<file path="config.mk">
export PLATFORM = sky130hd
export DESIGN_NAME = capacitive_touch_key_detector_unit
export DESIGN_NICKNAME = d
export VERILOG_FILES = /design/src/sv/ctk_pkg.sv /design/src/sv/ctk_seq.sv /design/src/sv/ctk_dp.sv /design/src/sv/capacitive_touch_key_detector_unit.sv
export VERILOG_INCLUDE_DIRS = /design/src /design/src/sv
export SDC_FILE = /design/constraint.sdc
export NUM_CORES = 1
export LEC_CHECK = 0
export BUFFER_PORTS_ARGS = -buffer_cell sky130_fd_sc_hd__clkbuf_2
export CAP_MARGIN = 20
export CORE_MARGIN = 2
export CORE_UTILIZATION = 55
export DETAILED_ROUTE_END_ITERATION = 10
export MAX_ROUTING_LAYER = met4
export PLACE_DENSITY_LB_ADDON = 0.1
export SKIP_CTS_REPAIR_TIMING = 1
export SKIP_LAST_GASP = 1
export SYNTH_ARGS = -nofsm -noshare
export SYNTH_HDL_FRONTEND = slang
export SYNTH_SLANG_ARGS = --single-unit
</file>
<file path="constraint.sdc">
create_clock -name clk -period 6.3 [get_ports clk]
set_input_delay 0.63 -clock clk [delete_from_list [all_inputs] [get_ports clk]]
set_output_delay 0.63 -clock clk [all_outputs]
set_load 0.02 [all_outputs]
</file>
<file path="src/sv/capacitive_touch_key_detector_unit_defines.svh">
// assertion helpers shared by the touch key detector
`ifndef CAPACITIVE_TOUCH_KEY_DETECTOR_UNIT_DEFINES_SVH
`define CAPACITIVE_TOUCH_KEY_DETECTOR_UNIT_DEFINES_SVH

// consequence holds in the same cycle
`define CTK_ASSERT_SAME(label, ante, conseq, msg) \
	label: assert property (@(posedge clk) disable iff (!arst_n) (ante) |-> (conseq)) \
	else $error(msg);

// consequence holds in the following cycle
`define CTK_ASSERT_NEXT(label, ante, conseq, msg) \
	label: assert property (@(posedge clk) disable iff (!arst_n) (ante) |=> (conseq)) \
	else $error(msg);

`endif

</file>
<file path="src/sv/ctk_pkg.sv">
`timescale 1ns / 1ps
package ctk_pkg;

	localparam int CAL_SAMPLES_DEF    = 10;
	localparam int TRIM_EACH_SIDE_DEF = 2;
	localparam int SCAN_SAMPLES_DEF   = 3;

	localparam int SAMPLE_W    = 16;
	localparam int MARGIN_W    = 16;
	localparam int RATIO_W     = 4;
	localparam int CFG_W       = 16;
	localparam int CFG_AW      = 1;
	localparam int IN_TDATA_W  = 24;
	localparam int OUT_TDATA_W = 40;
	localparam int OUT_PAD_W   = OUT_TDATA_W - 2 * SAMPLE_W - 2;

	localparam logic [MARGIN_W-1:0] MARGIN_RST = 16'd100;
	localparam logic [RATIO_W-1:0]  RATIO_RST  = 4'd10;
	localparam logic [SAMPLE_W-1:0] HALF_SCALE = 16'h7fff;

	localparam logic [CFG_AW-1:0] REG_PRESS_MARGIN = 1'b0;
	localparam logic [CFG_AW-1:0] REG_UPPER_RATIO  = 1'b1;

	localparam logic OP_CAL    = 1'b0;
	localparam logic OP_SCAN   = 1'b1;
	localparam logic KIND_CAL  = 1'b0;
	localparam logic KIND_SCAN = 1'b1;

	typedef logic [3:0] step_t;

	localparam step_t ST_WAIT     = 4'd0;
	localparam step_t ST_DISPATCH = 4'd1;
	localparam step_t ST_STORE    = 4'd2;
	localparam step_t ST_INIT     = 4'd3;
	localparam step_t ST_PIV_RD   = 4'd4;
	localparam step_t ST_PIV_LD   = 4'd5;
	localparam step_t ST_RANK     = 4'd6;
	localparam step_t ST_ACCUM    = 4'd7;
	localparam step_t ST_RCP_MUL  = 4'd8;
	localparam step_t ST_DIV      = 4'd9;
	localparam step_t ST_BASE     = 4'd10;
	localparam step_t ST_PEAK     = 4'd11;
	localparam step_t ST_EVAL     = 4'd12;
	localparam step_t ST_EMIT     = 4'd13;
	localparam step_t ST_RETURN   = 4'd14;

	typedef enum logic [3:0] {
		UOP_NOP,
		UOP_ACCEPT,
		UOP_STORE,
		UOP_INIT,
		UOP_PIV_RD,
		UOP_PIV_LD,
		UOP_RANK,
		UOP_ACCUM,
		UOP_RCP_MUL,
		UOP_DIV,
		UOP_BASE,
		UOP_PEAK,
		UOP_EVAL,
		UOP_EMIT
	} uop_t;

	typedef enum logic [2:0] {
		C_ALWAYS,
		C_NOT_FIRE,
		C_IS_SCAN,
		C_NOT_LAST,
		C_MORE,
		C_OUT_BUSY
	} cond_t;

	typedef struct packed {
		uop_t  uop;
		cond_t cond;
		step_t target;
	} ctl_t;

	typedef struct packed {
		logic is_scan;
		logic last;
		logic more;
	} dp_stat_t;

	typedef struct packed {
		logic                kind;
		logic [SAMPLE_W-1:0] baseline;
		logic                baseline_high;
		logic [SAMPLE_W-1:0] peak;
		logic                pressed;
	} res_t;

	// jump taken when cond holds, otherwise fall through to the next step
	function automatic ctl_t ucode_rom(input step_t addr);
		ctl_t w;
		begin
			unique case (addr)
				ST_WAIT:     w = '{UOP_ACCEPT,   C_NOT_FIRE, ST_WAIT};
				ST_DISPATCH: w = '{UOP_NOP,      C_IS_SCAN,  ST_PEAK};
				ST_STORE:    w = '{UOP_STORE,    C_NOT_LAST, ST_WAIT};
				ST_INIT:     w = '{UOP_INIT,     C_ALWAYS,   ST_PIV_RD};
				ST_PIV_RD:   w = '{UOP_PIV_RD,   C_ALWAYS,   ST_PIV_LD};
				ST_PIV_LD:   w = '{UOP_PIV_LD,   C_ALWAYS,   ST_RANK};
				ST_RANK:     w = '{UOP_RANK,     C_MORE,     ST_RANK};
				ST_ACCUM:    w = '{UOP_ACCUM,    C_MORE,     ST_PIV_RD};
				ST_RCP_MUL:  w = '{UOP_RCP_MUL,  C_ALWAYS,   ST_DIV};
				ST_DIV:      w = '{UOP_DIV,      C_ALWAYS,   ST_BASE};
				ST_BASE:     w = '{UOP_BASE,     C_ALWAYS,   ST_EMIT};
				ST_PEAK:     w = '{UOP_PEAK,     C_NOT_LAST, ST_WAIT};
				ST_EVAL:     w = '{UOP_EVAL,     C_ALWAYS,   ST_EMIT};
				ST_EMIT:     w = '{UOP_EMIT,     C_OUT_BUSY, ST_EMIT};
				ST_RETURN:   w = '{UOP_NOP,      C_ALWAYS,   ST_WAIT};
				default:     w = '{UOP_NOP,      C_ALWAYS,   ST_WAIT};
			endcase
			return w;
		end
	endfunction

endpackage

</file>
<file path="src/sv/ctk_seq.sv">
`timescale 1ns / 1ps
module ctk_seq
	import ctk_pkg::*;
(
	input  logic     clk,
	input  logic     arst_n,
	input  logic     in_fire,
	input  logic     out_busy,
	input  dp_stat_t stat,
	output ctl_t     ctl
);

	step_t pc_q;
	logic  jump;

	assign ctl = ucode_rom(pc_q);

	always_comb begin
		unique case (ctl.cond)
			C_ALWAYS:   jump = 1'b1;
			C_NOT_FIRE: jump = !in_fire;
			C_IS_SCAN:  jump = stat.is_scan;
			C_NOT_LAST: jump = !stat.last;
			C_MORE:     jump = stat.more;
			C_OUT_BUSY: jump = out_busy;
			default:    jump = 1'b1;
		endcase
	end

	always_ff @(posedge clk or negedge arst_n) begin
		if (!arst_n) begin
			pc_q <= ST_WAIT;
		end else begin
			pc_q <= jump ? ctl.target : step_t'(pc_q + 4'd1);
		end
	end

endmodule

</file>
<file path="src/sv/ctk_dp.sv">
`timescale 1ns / 1ps
module ctk_dp
	import ctk_pkg::*;
#(
	parameter int CAL_SAMPLES    = CAL_SAMPLES_DEF,
	parameter int TRIM_EACH_SIDE = TRIM_EACH_SIDE_DEF,
	parameter int SCAN_SAMPLES   = SCAN_SAMPLES_DEF
) (
	input  logic                clk,
	input  logic                arst_n,
	input  uop_t                uop,
	input  logic                in_fire,
	input  logic                in_op,
	input  logic [SAMPLE_W-1:0] in_sample,
	input  logic                in_rearm,
	input  logic [MARGIN_W-1:0] margin,
	input  logic [RATIO_W-1:0]  ratio,
	output dp_stat_t            stat,
	output res_t                res
);

	localparam int AW       = $clog2(CAL_SAMPLES);
	localparam int CW       = $clog2(CAL_SAMPLES + 1);
	localparam int SCW      = $clog2(SCAN_SAMPLES + 1);
	localparam int TRIM_EFF = (2 * TRIM_EACH_SIDE >= CAL_SAMPLES) ?
		(CAL_SAMPLES - 1) / 2 : TRIM_EACH_SIDE;
	localparam int KEEP     = CAL_SAMPLES - 2 * TRIM_EFF;
	localparam int SUM_W    = SAMPLE_W + CW;
	// floor(sum / KEEP) = (sum * RCP_M) >> RCP_SH, exact for every sum below 2**SUM_W
	localparam int RCP_SH   = SUM_W + $clog2(KEEP);
	localparam int RCP_W    = SUM_W + 1;
	localparam int PROD_W   = SUM_W + RCP_W;
	localparam longint RCP_M_INT = ((longint'(1) << RCP_SH) + longint'(KEEP) - 1) /
		longint'(KEEP);

	localparam logic [AW-1:0]    LAST_IDX  = AW'(CAL_SAMPLES - 1);
	localparam logic [CW-1:0]    RANK_LO   = CW'(TRIM_EFF);
	localparam logic [CW-1:0]    RANK_HI   = CW'(CAL_SAMPLES - TRIM_EFF);
	localparam logic [CW-1:0]    J_END     = CW'(CAL_SAMPLES);
	localparam logic [SCW-1:0]   SCAN_LAST = SCW'(SCAN_SAMPLES - 1);
	localparam logic [RCP_W-1:0] RCP_M     = RCP_W'(RCP_M_INT);

	logic [SAMPLE_W-1:0] calib_mem [CAL_SAMPLES];
	logic [SAMPLE_W-1:0] rd_data_q;
	logic [AW-1:0]       rd_addr;

	logic                op_q;
	logic [SAMPLE_W-1:0] sample_q;
	logic                rearm_q;

	logic [AW-1:0]       calib_cnt_q;
	logic [SCW-1:0]      scan_cnt_q;
	logic [SAMPLE_W-1:0] scan_peak_q;
	logic [SAMPLE_W-1:0] base_q;
	logic                held_q;

	logic [AW-1:0]       i_q;
	logic [CW-1:0]       j_q;
	logic [AW-1:0]       jp_q;
	logic [AW-1:0]       rank_q;

	logic [SAMPLE_W-1:0] pivot_q;
	logic [SUM_W-1:0]    sum_q;
	logic [PROD_W-1:0]   prod_q;
	logic [SAMPLE_W-1:0] pk_q;
	logic                kind_q;
	logic [SAMPLE_W-1:0] res_peak_q;
	logic                pressed_q;

	logic                cal_last;
	logic                grp_last;
	logic                less;
	logic                in_keep;
	logic [SAMPLE_W-1:0] scan_max;
	logic [SAMPLE_W:0]   lo_bound;
	logic [SAMPLE_W+RATIO_W-1:0] hi_bound;
	logic                touch;
	logic                held_eff;

	assign cal_last = (calib_cnt_q == LAST_IDX);
	assign grp_last = (scan_cnt_q == SCAN_LAST);

	// ties broken by store index so ranks form the sorted order
	assign less     = (rd_data_q < pivot_q) || ((rd_data_q == pivot_q) && (jp_q < i_q));
	assign in_keep  = (CW'(rank_q) >= RANK_LO) && (CW'(rank_q) < RANK_HI);

	assign scan_max = (sample_q > scan_peak_q) ? sample_q : scan_peak_q;

	assign lo_bound = {1'b0, base_q} + {1'b0, margin};
	assign hi_bound = {{SAMPLE_W{1'b0}}, ratio} * {{RATIO_W{1'b0}}, base_q};
	assign touch    = ({1'b0, pk_q} > lo_bound) &&
		({{RATIO_W{1'b0}}, pk_q} < hi_bound);
	assign held_eff = held_q && !rearm_q;

	always_comb begin
		if (uop == UOP_PIV_RD) begin
			rd_addr = i_q;
		end else if (j_q == J_END) begin
			rd_addr = '0;
		end else begin
			rd_addr = j_q[AW-1:0];
		end
	end

	always_comb begin
		stat.is_scan = (op_q == OP_SCAN);
		stat.last    = (uop == UOP_STORE) ? cal_last : grp_last;
		unique case (uop)
			UOP_RANK:  stat.more = (jp_q != LAST_IDX);
			UOP_ACCUM: stat.more = (i_q != LAST_IDX);
			default:   stat.more = 1'b0;
		endcase
	end

	assign res.kind          = kind_q;
	assign res.baseline      = base_q;
	assign res.baseline_high = (base_q > HALF_SCALE);
	assign res.peak          = res_peak_q;
	assign res.pressed       = pressed_q;

	always_ff @(posedge clk) begin
		if (uop == UOP_STORE) begin
			calib_mem[calib_cnt_q] <= sample_q;
		end
		rd_data_q <= calib_mem[rd_addr];
	end

	always_ff @(posedge clk or negedge arst_n) begin
		if (!arst_n) begin
			calib_cnt_q <= '0;
			scan_cnt_q  <= '0;
			scan_peak_q <= '0;
			base_q      <= '0;
			held_q      <= 1'b0;
			i_q         <= '0;
			j_q         <= '0;
			jp_q        <= '0;
			rank_q      <= '0;
		end else begin
			unique case (uop)
				UOP_STORE: begin
					calib_cnt_q <= cal_last ? '0 : AW'(calib_cnt_q + 1'b1);
				end
				UOP_INIT: begin
					i_q <= '0;
				end
				UOP_PIV_RD: begin
					j_q <= '0;
				end
				UOP_PIV_LD: begin
					j_q    <= CW'(1);
					jp_q   <= '0;
					rank_q <= '0;
				end
				UOP_RANK: begin
					rank_q <= AW'(rank_q + AW'(less));
					jp_q   <= j_q[AW-1:0];
					j_q    <= CW'(j_q + 1'b1);
				end
				UOP_ACCUM: begin
					i_q <= AW'(i_q + 1'b1);
				end
				UOP_BASE: begin
					base_q <= sum_q[SAMPLE_W-1:0];
				end
				UOP_PEAK: begin
					scan_cnt_q  <= grp_last ? '0 : SCW'(scan_cnt_q + 1'b1);
					scan_peak_q <= grp_last ? '0 : scan_max;
				end
				UOP_EVAL: begin
					held_q <= touch;
				end
				default: begin
				end
			endcase
		end
	end

	always_ff @(posedge clk) begin
		if (in_fire) begin
			op_q     <= in_op;
			sample_q <= in_sample;
			rearm_q  <= in_rearm;
		end
		unique case (uop)
			UOP_INIT: begin
				sum_q <= '0;
			end
			UOP_PIV_LD: begin
				pivot_q <= rd_data_q;
			end
			UOP_ACCUM: begin
				if (in_keep) begin
					sum_q <= SUM_W'(sum_q + SUM_W'(pivot_q));
				end
			end
			UOP_RCP_MUL: begin
				prod_q <= {{RCP_W{1'b0}}, sum_q} * {{SUM_W{1'b0}}, RCP_M};
			end
			UOP_DIV: begin
				// quotient by the kept count, taken from the scaled product
				sum_q <= SUM_W'(prod_q[RCP_SH +: SAMPLE_W]);
			end
			UOP_BASE: begin
				kind_q     <= KIND_CAL;
				res_peak_q <= '0;
				pressed_q  <= 1'b0;
			end
			UOP_PEAK: begin
				pk_q <= scan_max;
			end
			UOP_EVAL: begin
				kind_q     <= KIND_SCAN;
				res_peak_q <= pk_q;
				pressed_q  <= touch && !held_eff;
			end
			default: begin
			end
		endcase
	end

endmodule

</file>
<file path="src/sv/capacitive_touch_key_detector_unit.sv">
// one word at a time, run by a microcode sequencer (program rom, step counter, jumps)
// scan word: accept, dispatch, peak; closing a group adds eval, then emit registers the result
//   (waiting while the output is busy) and return; the closing calibration word runs store,
//   a rank-counting pass over the sample store, kept sum, reciprocal divide, baseline, emit
// other calibration words: accept, dispatch, store; a held result does not block the next word
// arst_n clears control, baseline, running peak, press hold, sets config defaults; store not cleared
`timescale 1ns / 1ps
`include "capacitive_touch_key_detector_unit_defines.svh"
module capacitive_touch_key_detector_unit
	import ctk_pkg::*;
#(
	parameter int CAL_SAMPLES    = CAL_SAMPLES_DEF,
	parameter int TRIM_EACH_SIDE = TRIM_EACH_SIDE_DEF,
	parameter int SCAN_SAMPLES   = SCAN_SAMPLES_DEF
) (
	input  logic                   clk,
	input  logic                   arst_n,
	input  logic                   s_axis_tvalid,
	output logic                   s_axis_tready,
	input  logic [IN_TDATA_W-1:0]  s_axis_tdata,   // sample[15:0], rearm[16], zero pad
	input  logic                   s_axis_tuser,   // op
	output logic                   m_axis_tvalid,
	input  logic                   m_axis_tready,
	output logic [OUT_TDATA_W-1:0] m_axis_tdata,   // baseline, baseline_high, peak, pressed, pad
	output logic                   m_axis_tuser,   // result_kind
	input  logic                   cfg_we,
	input  logic [CFG_AW-1:0]      cfg_addr,
	input  logic [CFG_W-1:0]       cfg_wdata
);

	logic [MARGIN_W-1:0] margin_q;
	logic [RATIO_W-1:0]  ratio_q;
	logic                m_valid_q;
	res_t                out_res_q;

	ctl_t     ctl;
	dp_stat_t stat;
	res_t     res;
	logic     in_fire;
	logic     out_busy;
	logic     out_load;

	assign s_axis_tready = (ctl.uop == UOP_ACCEPT);
	assign in_fire       = s_axis_tvalid && s_axis_tready;
	assign out_busy      = m_valid_q && !m_axis_tready;
	assign out_load      = (ctl.uop == UOP_EMIT) && !out_busy;

	ctk_seq u_seq (
		.clk      (clk),
		.arst_n   (arst_n),
		.in_fire  (in_fire),
		.out_busy (out_busy),
		.stat     (stat),
		.ctl      (ctl)
	);

	ctk_dp #(
		.CAL_SAMPLES    (CAL_SAMPLES),
		.TRIM_EACH_SIDE (TRIM_EACH_SIDE),
		.SCAN_SAMPLES   (SCAN_SAMPLES)
	) u_dp (
		.clk       (clk),
		.arst_n    (arst_n),
		.uop       (ctl.uop),
		.in_fire   (in_fire),
		.in_op     (s_axis_tuser),
		.in_sample (s_axis_tdata[SAMPLE_W-1:0]),
		.in_rearm  (s_axis_tdata[SAMPLE_W]),
		.margin    (margin_q),
		.ratio     (ratio_q),
		.stat      (stat),
		.res       (res)
	);

	always_ff @(posedge clk or negedge arst_n) begin
		if (!arst_n) begin
			margin_q  <= MARGIN_RST;
			ratio_q   <= RATIO_RST;
			m_valid_q <= 1'b0;
		end else begin
			if (cfg_we) begin
				unique case (cfg_addr)
					REG_PRESS_MARGIN: margin_q <= cfg_wdata[MARGIN_W-1:0];
					REG_UPPER_RATIO:  ratio_q  <= cfg_wdata[RATIO_W-1:0];
					default: begin
					end
				endcase
			end
			if (out_load) begin
				m_valid_q <= 1'b1;
			end else if (m_axis_tready) begin
				m_valid_q <= 1'b0;
			end
		end
	end

	always_ff @(posedge clk) begin
		if (out_load) begin
			out_res_q <= res;
		end
	end

	assign m_axis_tvalid = m_valid_q;
	assign m_axis_tuser  = out_res_q.kind;
	assign m_axis_tdata  = {{OUT_PAD_W{1'b0}}, out_res_q.pressed, out_res_q.peak,
		out_res_q.baseline_high, out_res_q.baseline};

	`CTK_ASSERT_SAME(a_press_on_scan, m_valid_q && out_res_q.pressed, out_res_q.kind == KIND_SCAN, "press flagged on a calibration word")
	`CTK_ASSERT_SAME(a_cal_peak_zero, m_valid_q && out_res_q.kind == KIND_CAL, out_res_q.peak == '0 && !out_res_q.pressed, "calibration word carries scan data")
	`CTK_ASSERT_NEXT(a_one_word_at_a_time, in_fire, !s_axis_tready, "input taken again right after accept")
	`CTK_ASSERT_NEXT(a_load_shows, out_load, m_valid_q, "loaded result not presented")

endmodule
</file>
==> impl_results.md <==
- Critical path type: reg -> reg
- Design area: around 0.030 mm^2
- Antenna Nets Post-Route: 0
- Metal-1 WL: between 20,000 and 30,000 um
- # rows: 80
- Mapped Avg Cell Area: approximately 11 um^2
- WP data required: 6.59 ns
- Synthesized flop and latch total: 395
- Via density: about 5.5
- # IOs: 90
- Vias: 17,260
- DP Wirelength: 45,790 um
- Finished Layout Cells: 3,119
- CP Launch Type: flip-flop
- Post-synth top flop: edfxtp_1
- Worst setup margin: ~0.093 ns
- Largest net degree at the start of global routing: between 60 and 70
- Yosys warns: 0
- Clk root buf: clkbuf_16
- Die height: ~220 um
- Worst-margin pin slew: approximately 1.1 ns
- EDFF count, synth: 299
- Longest Clk Path Bufs: 3
- GP Congestion: 0.9358
- DR pass1 iterations: 5
- Initial drt markers: roughly 1,000
- WL final: 60,660 um
- Final Max Tran Viols: 0
- Post-synthesis sequential area ratio: between 40% and 50%
- Final number of setup-violating endpoints: 0
- WHS: around 0.025 ns
- Post-synth ARST share: between 20% and 30%
- Clk sinks: roughly 400
- Max-slew headroom: around 30%
- N_diodes: 0
- Status: finished clean
- Max-capacitance violation count: 0
- Layout Nets: 2,992
- RSZ-0062 raised after global routing: true
- Final Cycle Share: 98.53%
- Synth unique cells: 83
- Placed insts: around 3,000
- WP data arrival: around 6.5 ns
- DRC: 0
- Initial Utilization: between 50% and 60%
- Global-route wire length before repair: ~97,000 um
- Routed wire per std cell: 19.45 um
- Chip Width: around 220 um
- Crit-path max FO: 5
- Number of buffers created by CTS: 42
- Port Buf Inserts: between 70 and 80
- Max Used Layer: met4
- Placed cell areas: about 0.028 mm^2
- CTS tree: built
- Final hold vios: 0
- Die area: ~0.05 mm^2
- FMAX: between 150 and 200 MHz
- Total congestion overflow: 0
- GRT Resource Usage Total: 25.93%
- Met3 routed WL: 2600 um
- Area Growth Syn to Fin: 12.27%
- Setup slack, reg-to-reg: a little over 0.09 ns
- Dpl ws: -0.04592 ns
- Cells after Synth: roughly 2,300
- CTS clk-pin slew, worst paths: 0.06 ns
- Clk_skew: slightly below 0.05 ns
- Placeable Area: between 0.04 and 0.05 mm^2
- Crit path time final: between 6 and 7 ns
- Synthesized area: 0.02642 mm^2
- Max reg flops: 160
- Clk_lat worst skew: just under 0.6 ns
- Layout cell share with drive strength beyond 1: 14.54%
- Metal2 WL: ~30,000 um
- Biggest register: u_dp.calib_mem
- Initial antenna violation count: 0
- Vias in the first global route: ~18,000
- Crit path capture type: flip-flop
- H-Tree Depth: 2
- HP Class: in -> async
-- final cells by class --
type / instances / area [um^2]
fillers: 3817 / 17880
multi-input cells: 1517 / 13710
flip-flops and latches: 395 / 11310
inverters: 338 / 1269
repair buffers: 176 / 1166
clock buffers: 55 / 1140
well taps: 615 / 769.5
clock inverters: 23 / 304.0
-- path summary, 6_finish.rpt --
check / from / end / depth (start not counted)
setup / recovery: u_dp.sum_q[6] / u_dp.prod_q[38] / 18
hold / removal: arst_n / margin_q[13] / 1
setup reg to reg: u_dp.sum_q[6] / u_dp.prod_q[38] / 18
hold reg to reg: u_dp.res_peak_q[0] / m_axis_tdata[17] / 0
max in group asynchronous: arst_n / u_dp.rank_q[2] / 2
min in group clk: s_axis_tdata[13] / u_dp.sample_q[13] / 1
-- metrics by stage --
step | setup TNS (ns) | utilization [%]
floorplan | 0 | -
global placement | 0 | 58.99
detailed placement | -0.04592 | 58.99
CTS | -0.1014 | 62.03
global route | -0.09272 | 62.38
finish | 0 | 62.38
-- cells in the final DEF (no fill, tap or decap), drive strengths merged, types with 8 or more instances in the layout --
master,netlist,final
a211oi,13,13
a21o,43,43
a21oi,72,72
a22o,20,20
a31oi,53,53
and2,69,69
and3,38,38
buf,34,100
clkbuf,27,131
clkinv,0,13
dfrtp,75,75
dfxtp,16,16
edfxtp,299,299
fa,164,164
ha,311,311
inv,338,340
mux2,54,54
nand2,260,260
nand2b,18,18
nand3,30,30
nand4,18,18
nor2,52,52
nor2b,11,11
nor3,27,27
nor4,8,8
o21a,8,8
o21ai,73,73
o21bai,9,9
o22ai,17,17
or3,9,9
xnor2,34,34
xor2,36,36
-- cell families after synthesis --
family / share of synthesized area [%]
xor gates and xnor gates: 2.321
and+or+nand+nor: 10.34
AOI/OAI and AO/OA: 8.842
buffers and inverters: 6.114
adders and majority gates: 27.15
other: 0.01419
muxes: 2.415
DFF: 42.80
-- routing by layer --
layer	GRT usage, %	up-vias
met5	-	-
met4	6.711	0
met3	3.213	90
met2	42.70	330
met1	34.38	8557
li1	-	8282
-- cell usage after synthesis (all sizes together) (5+ instances only) --
cell	number	area share (%)
o21a	8	0.23
xor2	36	1.2
nor2	52	0.75
or2	5	0.12
nor4	8	0.25
nor3	27	0.55
o21bai	9	0.26
and2	69	1.6
dfstp	5	0.50
mux2	54	2.3
nand3	30	0.57
a211oi	13	0.39
nor2b	11	0.26
buf	34	0.93
clkbuf	27	0.38
a21oi	72	1.4
nand2b	18	0.43
nand4	18	0.43
dfrtp	75	7.1
fa	164	12
a21o	43	1.2
edfxtp	299	34
ha	311	15
nand2	260	3.7
o22ai	17	0.40
xnor2	34	1.1
and3	38	0.90
inv	338	4.8
dfxtp	16	1.2
o31ai	6	0.21
or3	9	0.21
o21ai	73	1.5
a22o	20	0.66
a31oi	53	1.3
-- critical path: stages, from the launching register on --
cell and delay (ns):
edfxtp_1 0.50, ha_4 0.32, inv_1 0.05, fa_1 0.52, fa_1 0.52, inv_1 0.06
fa_1 0.51, fa_1 0.52, fa_1 0.50, ha_1 0.31, ha_1 0.32, a21o_1 0.18
a21o_1 0.23, or3b_4 0.42, o211ai_1 0.27, a21oi_2 0.10, or3_4 0.39, a21oi_2 0.16
xnor2_1 0.07
Power is not shown: default switching activity piles up to over one toggle a cycle in this logic, so the estimate is an artifact.
